--- config.mk ---
export PLATFORM = sky130hd
export DESIGN_NAME = tpsg_scale
export DESIGN_NICKNAME = d
export VERILOG_FILES = /design/src/tpsg_pkg.sv /design/src/tpsg_scale.sv
export SDC_FILE = /design/constraint.sdc
export NUM_CORES = 1
export LEC_CHECK = 0
export BUFFER_PORTS_ARGS = -buffer_cell sky130_fd_sc_hd__buf_2
export CORE_MARGIN = 3
export CORE_UTILIZATION = 35
export DETAILED_ROUTE_END_ITERATION = 8
export PLACE_DENSITY = 0.62
export SLEW_MARGIN = 40
export SYNTH_ARGS = -nofsm -noshare
export SYNTH_HDL_FRONTEND = slang
export SYNTH_SLANG_ARGS = --single-unit
--- constraint.sdc ---
create_clock -name clk_i -period 7.7 [get_ports clk_i]
set_input_delay 0.385 -clock clk_i [delete_from_list [all_inputs] [get_ports clk_i]]
set_output_delay 0.385 -clock clk_i [all_outputs]
set_load 0.01 [all_outputs]
--- src/tpsg_pkg.sv ---
package tpsg_pkg;

  localparam int PHASE_BITS = 10;
  localparam int SINE_BITS  = 16;

  localparam int TIME_W = 32;
  localparam int FREQ_W = 30;
  localparam int AMP_W  = 24;
  localparam int OUT_W  = 24;
  localparam int CFG_W  = 30;
  localparam int CFG_IDX_W = 2;

  // product, rounded product after the shift, sum with offset
  localparam int PROD_W = SINE_BITS + AMP_W;
  localparam int SHR_W  = PROD_W - (SINE_BITS - 1);
  localparam int SUM_W  = SHR_W + 1;

  localparam int PIPE_DEPTH = 4;

  localparam int QUARTER = 2 ** (PHASE_BITS - 2);
  localparam int ADDR_W  = PHASE_BITS - 1;
  localparam int MAG_W   = SINE_BITS - 1;

  localparam logic [TIME_W-1:0] PHASE_V_SHIFT = 32'h5555_5555;
  localparam logic [TIME_W-1:0] PHASE_W_SHIFT = 32'hAAAA_AAAB;

  localparam logic [FREQ_W-1:0] FREQ_RST = FREQ_W'(3276800);
  localparam logic [AMP_W-1:0]  AMP_RST  = AMP_W'(65536);
  localparam logic [AMP_W-1:0]  OFS_RST  = '0;

  localparam longint unsigned TWO_PI_Q30 = 64'd6746518852;

  typedef enum logic [CFG_IDX_W-1:0] {
    CFG_FREQUENCY = 2'd0,
    CFG_AMPLITUDE = 2'd1,
    CFG_OFFSET    = 2'd2
  } cfg_reg_e;

  typedef logic signed [SINE_BITS-1:0] sine_t;
  typedef logic [MAG_W-1:0] qrom_t [QUARTER+1];

  typedef struct packed {
    logic mul;  // load product register
    logic sat;  // load result register
  } scale_en_t;

  // Quarter-wave magnitude table, Q30 Taylor series rounded to Q1.(SINE_BITS-1).
  function automatic qrom_t build_qrom();
    qrom_t rom;
    longint unsigned x;
    longint unsigned term;
    longint sum;
    longint v;
    longint scale;
    scale = longint'(1) << (SINE_BITS - 1);
    for (int r = 0; r <= QUARTER; r++) begin
      x = (longint'(r) * TWO_PI_Q30 + (64'd1 << (PHASE_BITS - 1))) >> PHASE_BITS;
      term = x;
      sum = longint'(x);
      for (int n = 1; n <= 8; n++) begin
        term = (term * x) >> 30;
        term = (term * x) >> 30;
        case (n)
          1: term = term / 64'd6;
          2: term = term / 64'd20;
          3: term = term / 64'd42;
          4: term = term / 64'd72;
          5: term = term / 64'd110;
          6: term = term / 64'd156;
          7: term = term / 64'd210;
          default: term = term / 64'd272;
        endcase
        if ((n % 2) == 1) sum = sum - longint'(term);
        else sum = sum + longint'(term);
      end
      if (sum < 0) sum = 0;
      v = (sum * scale + (longint'(1) << 29)) >>> 30;
      if (v > scale - 1) v = scale - 1;
      rom[r] = MAG_W'(v);
    end
    return rom;
  endfunction

  localparam qrom_t QROM = build_qrom();

  // Fold the phase into the quarter table and restore the sign.
  function automatic sine_t sine_lookup(input logic [TIME_W-1:0] phase);
    logic [PHASE_BITS-1:0] idx;
    logic [PHASE_BITS-3:0] r;
    logic [ADDR_W-1:0] addr;
    logic [MAG_W-1:0] mag;
    idx = phase[TIME_W-1 -: PHASE_BITS];
    r = idx[PHASE_BITS-3:0];
    if (idx[PHASE_BITS-2]) addr = ADDR_W'(QUARTER) - {1'b0, r};
    else addr = {1'b0, r};
    mag = QROM[addr];
    if (idx[PHASE_BITS-1]) return -sine_t'({1'b0, mag});
    return sine_t'({1'b0, mag});
  endfunction

endpackage

--- src/tpsg_scale.sv ---
module tpsg_scale import tpsg_pkg::*; (
  input  logic                    clk_i,
  input  scale_en_t               en_i,
  input  sine_t                   sine_i,
  input  logic signed [AMP_W-1:0] amp_i,
  input  logic signed [AMP_W-1:0] offset_i,
  output logic signed [OUT_W-1:0] result_o
);

  localparam logic signed [PROD_W-1:0] RND_HALF = PROD_W'(1) << (SINE_BITS - 2);

  logic signed [PROD_W-1:0] prod_d, prod_q;
  logic signed [PROD_W-1:0] rnd;
  logic signed [SHR_W-1:0]  shr;
  logic signed [SUM_W-1:0]  sum;
  logic [SUM_W-OUT_W:0]     hi;
  logic signed [OUT_W-1:0]  res_d, res_q;

  assign prod_d = PROD_W'(sine_i) * PROD_W'(amp_i);

  // Round halves up, drop the sine fraction, add offset, clamp.
  always_comb begin
    rnd = prod_q + RND_HALF;
    shr = rnd[PROD_W-1 -: SHR_W];
    sum = {shr[SHR_W-1], shr} + {{(SUM_W - AMP_W){offset_i[AMP_W-1]}}, offset_i};
    hi  = sum[SUM_W-1:OUT_W-1];
    if ((&hi) || !(|hi)) res_d = sum[OUT_W-1:0];
    else res_d = {sum[SUM_W-1], {(OUT_W-1){~sum[SUM_W-1]}}};
  end

  always_ff @(posedge clk_i) begin
    if (en_i.mul) prod_q <= prod_d;
    if (en_i.sat) res_q <= res_d;
  end

  assign result_o = res_q;

endmodule

==> out/results.tsv, run 1 <==
metric	value	unit
status	finished clean	
yosys_warnings	0	
setup_tns	0	ns
synthArstFlopShare	0	%
maxCapViolCount	0	
clkTransAtPathRegs	0.06	ns
critPathArrivalTime	6.90	ns
rsz0062_at_grt	false	
wl_per_cell	16.7	um
grtUsageMet2	30.1	%
dr.pass1.iters	5	
cts_tree	yes	
dieArea	50200	um2
fmax	146	MHz
synth_edf_count	50	
htreeDepth	2	
grt_pass1_vias	13133	
cts_root_buf	clkbuf_16	
die-height	224	um
track_usage	17.1	%
placed_cells_incl_taps	2448	
hold_path_class	in2reg	
grt_max_degree	27	
place.gp.congestion	0.843	
via_per_inst	4.81	
clock_sinks	50	
via_count	11802	
yosysTopAreaCell	fa_1	
core	46800	um2
synth-main-ff-cell	edfxtp_1	
worstMarginPinSlew	0.626	ns
fin_crit	6.86	ns
relSlewSlack	58.3	%
num_rows	79	
initial_core_util	35.6	%
synth_fp_nets	2364	
ys_ff_latch	50	
overflow	0	
post-route-drc-count	0	
end_kind	flip-flop	
clock_latency	0.29	ns
critical_path_class	in2reg	
required	7.74	ns
synth_top_area_share	44.9	%
syn_area	16700	um2
synth.area.top_cells	fa_1, inv_1, ha_1	
clk_path_buf_depth	2	
fin_cells	2455	
layout_worst_path_cycle_share	89.1	%
diodes	0	
cp-start-kind	input port	
finalSetupViolations	0	
syn_avg_cell_area	9.24	um2
port_buffers	90	
post_cts_buffers	0	
cp_max_fo	24	
synth_cell_types	64	
drv_slew	0	
drtIter0Drc	608	
hpwl	34700	um
synth_common_cells	inv_1, fa_1, nand2_1	
fin_nets	2410	
ctsResizeCount	0	
syn_to_final_growth	7.26	%
fin_skew	0.00910	ns
cts_buffers	5	
synth_most_common_cell	inv_1	
final_antenna_net_count	0	
synth_cells	1802	
finalWirelength	41100	um
ys_seq_area_share	9.01	%
grt_pass1_wl	68700	um
hold_violations	0	
antenna_found_initial	0	
final_layout_size_suffix_gt1_share	6.66	%
use_met3	2.56	%
die_w	224	um
grt_util_met1	22.4	%
postCtsHoldBufs	0	
busiest_layer	met2	
ioPinCount	91	
[kinds of logic (layout without fill, tap and decap cells)]
family                     after synthesis  count (layout)  synth area share [%]
and+or+nand+nor                        529             529                  15.4
buffers and inverters                  511             557                  11.6
adders and majority gates              495             495                  54.0
AOI/OAI and AO/OA                      147             147                  6.26
xor gates and xnor gates                70              70                  3.68
DFF                                     50              50                  9.01
[state kept, by name (all words and copies together) (netlist names)]
register  count
prod_q       26
result_o     24
[area by class of cell]
cell class / count / area, um2
Multi-Input combinational cell: 1241 / 13200
Tap cell: 607 / 759
Clock inverter: 2 / 38.8
Clock buffer: 5 / 125
Timing Repair Buffer: 102 / 541
Fill cell: 4712 / 28900
Sequential cell: 50 / 1500
Inverter: 448 / 1680
[worst paths after layout]
kind                                   from          end  slack [ns]  depth (start not counted)
worst min register to register   prod_q[15]  result_o[0]        0.93                          3
worst max-delay path              sine_i[1]   prod_q[26]        0.84                         22
worst max register to register   prod_q[16]  result_o[6]        3.01                         21
worst min-delay path            offset_i[0]  result_o[0]        0.56                          3
[routing by layer]
metal / vias to the layer above / part of all wire (%)
li1: 5459 / -
met1: 5987 / 43
met2: 298 / 49
met3: 58 / 5.4
met4: 0 / 2.3
met5: - / 0
[placed cells by master (no fill, tap or decap), drive strengths merged, types with 3 or more instances in the layout]
cell	netlist	final
inv	448	448
fa	374	374
nand2	237	237
and2	153	153
ha	121	121
buf	5	102
nor2	55	55
xnor2	51	51
edfxtp	50	50
a21oi	42	42
a21o	34	34
nand3	22	22
xor2	19	19
o21ai	17	17
o21a	15	15
nand2b	14	14
nor3	11	11
and3	10	10
nand4	9	9
nor2b	5	5
clkbuf	58	5
a31oi	4	4
or3	4	4
a211oi	4	4
and4	3	3
o211ai	3	3
a21boi	3	3
[worst max-delay path, stage by stage]
cell       delay (ns)
buf_2            0.38
nand2_1          0.16
fa_1             0.56
inv_1            0.06
fa_1             0.53
inv_1            0.05
fa_1             0.49
inv_1            0.05
fa_1             0.48
fa_1             0.49
inv_1            0.05
fa_1             0.47
inv_1            0.05
ha_1             0.33
and4_1           0.23
a221oi_1         0.33
or4b_2           0.79
nand3_1          0.16
a21boi_0         0.17
a2111oi_0        0.40
a21oi_1          0.10
xor2_1           0.15
[metrics by stage]
stage               utilization [%]  hold slack [ns]  setup WS, ns  cell area, um2
floorplan                         -            0.497          1.18           16700
global placement               37.8            0.795         0.646           17700
detailed placement             37.9            0.797         0.530           17700
CTS                            38.2            0.574         0.859           17900
global route                   38.2            0.573         0.494           17900
finish                         38.2            0.564         0.842           17900
Power of run 1 is left out: the tool's default activity adds up to more than one toggle a clock period on the data nets, which glitch-free logic cannot reach.
==> run 2: changes to the inputs <==
Clock period 7.7 ns to 7.3 ns, I/O delays scaled along.
==> run 2 against run 1 <==
  * Die area did not move
  * Count of clock-buffer cells in the layout stayed put
  * Setup slack lost 0.39 ns
  * Non-clock buffer count rose by 14
  * Register-to-register slack got worse by 0.36 ns
  * Core utilization rose by 0.20 points
  * Critical path type unchanged
==> out/results.tsv, run 2 (synthesis results as in run 1) <==
metric	value	unit	change
grt_max_degree	27		unchanged
final_layout_size_suffix_gt1_share	7.35	%	+0.70 points
syn_to_final_growth	7.81	%	
fin_nets	2424		+0.58%
die-height	224	um	unchanged
via_per_inst	4.85		+0.94%
relSlewSlack	59.8	%	+1.5 points
setup_tns	0	ns	unchanged
critical_path_class	in2reg		
required	7.33	ns	-0.41 ns
maxCapViolCount	0		unchanged
cp-start-kind	input port		
critPathTopFamily	adder cells		
drtIter0Drc	673		+11%
fin_crit	6.85	ns	
worst-path-buf-inv	6		unchanged
grt_pass1_wl	69400	um	+0.96%
fin_skew	0.00776	ns	-0.00134 ns
hold_path_class	in2reg		
finish.instance_area	18000	um2	+0.52%
via_count	11995		+1.6%
crit_end	prod_q[26]		
port_buffers	90		unchanged
final_antenna_net_count	0		unchanged
rr_endpoint	result_o[6]		
finalSetupViolations	0		unchanged
hold_violations	0		unchanged
clock_sinks	50		unchanged
clock_latency	0.29	ns	about the same
dieArea	50200	um2	unchanged
cts_root_buf	clkbuf_16		
die_w	224	um	unchanged
drv_slew	0		unchanged
cp_slowest_cell	or4b_2		
hpwl	35900	um	+3.3%
htreeDepth	2		unchanged
wl_per_cell	16.9	um	+0.94%
end_kind	flip-flop		
ioPinCount	91		unchanged
rsz0062_at_grt	false		
place.gp.congestion	0.873		+3.6%
fmax	146	MHz	
grt_pass1_vias	13308		+1.3%
dr.pass1.iters	6		+1
cp-startpoint	sine_i[4]		
status	finished clean		
reg2regPathDepth	21		unchanged
num_rows	79		unchanged
cp_max_fo	24		unchanged
ctsResizeCount	0		unchanged
worstMarginPinSlew	0.603	ns	-0.0229 ns
antenna_found_initial	1		+1
layout_worst_path_cycle_share	93.8	%	
r2r_setup_slack	2.65	ns	-0.36 ns
rr_startpoint	prod_q[16]		
finalWirelength	41800	um	+1.6%
most-common-layout-cells	inv_1, fa_1, nand2_1, and2_1, ha_1		
critical_path.max_stage_delay	0.79	ns	about the same
initial_core_util	35.6	%	unchanged
overflow	0		unchanged
cts_tree	yes		
path_common_cell	fa_1		
cts_buffers	5		unchanged
layout_commonest_cell	inv_1		
post-route-drc-count	0		unchanged
cp.depth	22		unchanged
top_register	prod_q		
placed_area	17800	um2	+0.59%
clk_path_buf_depth	2		unchanged
clkTransAtPathRegs	0.07	ns	about the same
post_cts_buffers	0		unchanged
core	46800	um2	unchanged
largest_register_ffs	26		unchanged
crit_path_cell_trace	buf_2, nand2_1, fa_1, inv_1, fa_1, inv_1, fa_1, inv_1, fa_1, fa_1, inv_1, fa_1, inv_1, ha_1, and4_1, a221oi_1, or4b_2, nand3_1, a21boi_0, a2111oi_0, a21oi_1, xor2_1		
postCtsHoldBufs	0		unchanged
critPathArrivalTime	6.87	ns	-0.03 ns
track_usage	17.4	%	+0.25 points
run 2: cell types whose count changed in the layout (fill, tap and decap cells not counted), sizes merged:
| cell | change |
|---|---|
| buf | +14 |
| clkinv | +2 |
| diode | +2 |
| bufinv | -1 |
run 2: layout make-up:
type	instances	area, um2
inverter	448	1680
antenna	2	5.00
clock inverter	3	21.3
timing repair buffer	116	646
clock buffer	5	125
fill	4657	28800
sequential	50	1500
tap	607	759
multi-input combinational	1241	13200
run 2: how the worst min path moves through the flow:
stage            startpoint  depth (start not counted)  slack (ns)            to
6_report        offset_i[0]                          3        0.53   result_o[0]
5_1_grt         offset_i[0]                          3        0.55   result_o[0]
4_1_cts         offset_i[0]                          3        0.54   result_o[0]
3_5_place_dp   result_o[23]                          1        0.78  result_o[23]
3_3_place_gp    result_o[8]                          1        0.78   result_o[8]
2_1_floorplan       en_i[1]                          0        0.48    prod_q[14]
run 2: routing by layer:
metal	share of wire, %	GRT usage (%)	wire length, um
met2	48	29.7	19900
met4	3.1	4.93	1300
met3	6.9	3.45	2900
met1	42	22.4	17700
met5	0.019	0	8
run 2: through the flow:
stage / hold slack (ns) / cells / utilization (%) / setup WS, ns
2_1_floorplan: 0.477 / 1802 / - / 0.795
3_3_place_gp: 0.775 / 2461 / 38.1 / 0.303
3_5_place_dp: 0.775 / 2462 / 38.1 / 0.144
4_1_cts: 0.539 / 2470 / 38.4 / 0.429
5_1_grt: 0.548 / 2470 / 38.4 / 0.166
6_report: 0.533 / 2472 / 38.4 / 0.454
run 2: tightest hold or removal path: stages:
cell and delay (ns):
buf_2 0.08, ha_1 0.15, o21a_1 0.13
Power of run 2 is left out for the same reason.
==> run 3: changes to the inputs <==
Settings changed: ABC_AREA set to 1, CTS_CLUSTER_SIZE set to 40, PLACE_DENSITY 0.62 to 0.61.
==> run 3 against run 2 <==
  * First-iteration DRC count increased by 26%
  * Wire length increased by 20%
  * Highest routed layer is now met4
  * Die area increased by 11%
  * Cell count increased by 28%
  * Synthesized cell count increased by 37%
  * Register-to-register slack improved by 0.72 ns
  * Flip-flop and latch count unchanged
  * Hold slack got worse by 0.051 ns
  * Clock skew increased by 0.0038 ns
  * Synthesized area increased by 12%
==> out/results.tsv, run 3 <==
metric	value	unit	change
status	finished clean		
fin_crit	6.28	ns	-0.564 ns
drv_slew	0		unchanged
critPathArrivalTime	6.33	ns	-0.54 ns
cp-start-kind	input port		
clock_sinks	50		unchanged
synthArstFlopShare	0	%	unchanged
synth_most_common_cell	inv_1		
antenna_found_initial	0		-1
maxCapViolCount	0		unchanged
reg2regPathDepth	19		-9.5%
drtIter0Drc	849		+26%
yosys_warnings	0		unchanged
synth-main-ff-cell	edfxtp_1		
clock_latency	0.30	ns	about the same
hpwl	42000	um	+17%
syn_avg_cell_area	7.56	um2	-18%
synth_fp_nets	3025		+28%
grt_pass1_vias	16400		+23%
diodes	0		-2
hold_path_class	in2reg		
cp_max_fo	23		-4.2%
place.gp.congestion	0.903		+3.4%
via_per_inst	4.69		-3.3%
cts_root_buf	clkbuf_16		
layout_worst_path_cycle_share	86.0	%	-7.7 points
ys_seq_area_share	8.07	%	-0.95 points
dieArea	56000	um2	+11%
r2r_setup_slack	3.37	ns	+0.72 ns
synth_top_area_share	40.2	%	-4.7 points
post-route-drc-count	0		unchanged
largest_register_ffs	26		unchanged
required	7.35	ns	+0.02 ns
worstMarginPinSlew	0.712	ns	+0.109 ns
dr.pass1.iters	6		unchanged
critical_path_class	in2reg		
clkTransAtPathRegs	0.07	ns	about the same
top_register	prod_q		
fin_ws	1.02	ns	+0.564 ns
cp-startpoint	sine_i[1]		
hold_violations	0		unchanged
ctsResizeCount	0		unchanged
htreeDepth	2		unchanged
fin_skew	0.0116	ns	+0.00380 ns
syn_area	18600	um2	+12%
grtUsageMet2	33.1	%	+3.4 points
relSlewSlack	52.5	%	-7.3 points
finalSetupViolations	0		unchanged
via_count	14848		+24%
dp_worst_setup_slack	0.716	ns	+0.572 ns
final_layout_size_suffix_gt1_share	5.88	%	-1.5 points
die-height	237	um	+5.6%
die_w	237	um	+5.6%
rr_startpoint	prod_q[14]		
grt_max_degree	27		unchanged
postCtsHoldBufs	0		unchanged
setup_tns	0	ns	unchanged
use_met3	1.84	%	-1.6 points
synth.area.top_cells	fa_1, inv_1, nand2_1		
end_kind	flip-flop		
crit_end	prod_q[36]		
initial_core_util	35.9	%	+0.22 points
most-common-layout-cells	inv_1, nand2_1, fa_1, nor2_1, ha_1		
synth_cells	2463		+37%
yosysTopAreaCell	fa_1		
synth_common_cells	inv_1, nand2_1, fa_1		
syn_to_final_growth	6.17	%	
track_usage	18.4	%	+1.1 points
core	51900	um2	+11%
busiest_layer	met2		
finalWirelength	50100	um	+20%
grt_pass1_wl	83500	um	+20%
wl_per_cell	15.8	um	-6.3%
final_antenna_net_count	0		unchanged
cts_buffers	5		unchanged
num_rows	83		+5.1%
port_buffers	90		unchanged
rsz0062_at_grt	false		
fmax	159	MHz	+9.0%
layout_commonest_cell	inv_1		
ys_ff_latch	50		unchanged
post_cts_buffers	0		unchanged
clk_path_buf_depth	2		unchanged
grt_util_met1	24.1	%	+1.7 points
synth_edf_count	50		unchanged
rr_endpoint	result_o[2]		
fin_nets	3046		+26%
overflow	0		unchanged
cts_tree	yes		
ioPinCount	91		unchanged
synth_cell_types	43		-33%
-- run 3: cell count changes in the layout (fill, tap and decap cells not counted), sizes merged, moves of 31 or more --
cell and change:
xor2 +31, nand2 +450, and2 -152, nor2 +72, inv +288, xnor2 -38
-- run 3: worst max-delay path, cell delays in order --
cell	delay, ns
buf_2	0.45
nand2_1	0.19
inv_1	0.16
fa_1	0.52
fa_1	0.78
inv_1	0.19
fa_1	0.52
fa_1	0.57
fa_1	0.43
fa_1	0.49
inv_1	0.04
ha_1	0.40
nand2_1	0.13
nor2_1	0.22
nand2_1	0.12
nor3_1	0.24
nand4_1	0.26
nand4_1	0.17
nand2_1	0.09
-- run 3: how the worst min path moves through the flow --
stage | start | end | slack [ns] | cells after the start
after global routing | offset_i[0] | result_o[0] | 0.54 | 4
after CTS | offset_i[0] | result_o[0] | 0.47 | 4
after floorplan | en_i[1] | prod_q[14] | 0.48 | 0
after detailed placement | result_o[14] | result_o[14] | 0.77 | 1
final | offset_i[0] | result_o[0] | 0.48 | 4
after global placement | result_o[3] | result_o[3] | 0.78 | 1
-- run 3: layout make-up --
class	count	area (um2)
Multi-Input combinational cell	1600	14000
Fill cell	5467	32200
Sequential cell	50	1500
Clock buffer	5	125
Inverter	736	2760
Clock inverter	2	33.8
Timing Repair Buffer	91	458
Tap cell	680	851
-- run 3: logic make-up (layout without fill, tap and decap cells) --
logic type,Yosys count,in the layout,synth area share [%]
AND/OR/NAND/NOR,919,919,20.2
buffers and inverters,813,834,16.6
adder cells (fa/ha/maj),495,495,48.4
AO/OA/AOI/OAI,123,123,3.83
XOR/XNOR,63,63,2.96
flip-flops,50,50,8.07
-- run 3: through the flow --
step	instances	utilization [%]	area, um2	hold slack (ns)
floorplan	2463	-	18600	0.477
global placement	3157	37.8	19600	0.777
detailed placement	3157	37.8	19600	0.773
CTS	3164	38.1	19800	0.470
global route	3164	38.1	19800	0.539
finish	3164	38.1	19800	0.482
-- run 3: per-layer routing --
metal  wire length, um  part of all wire, %
met4               931                  1.9
met3              2400                  4.8
met5                 0                    0
met2             24900                   50
met1             21900                   44
Power of run 3 is left out for the same reason.
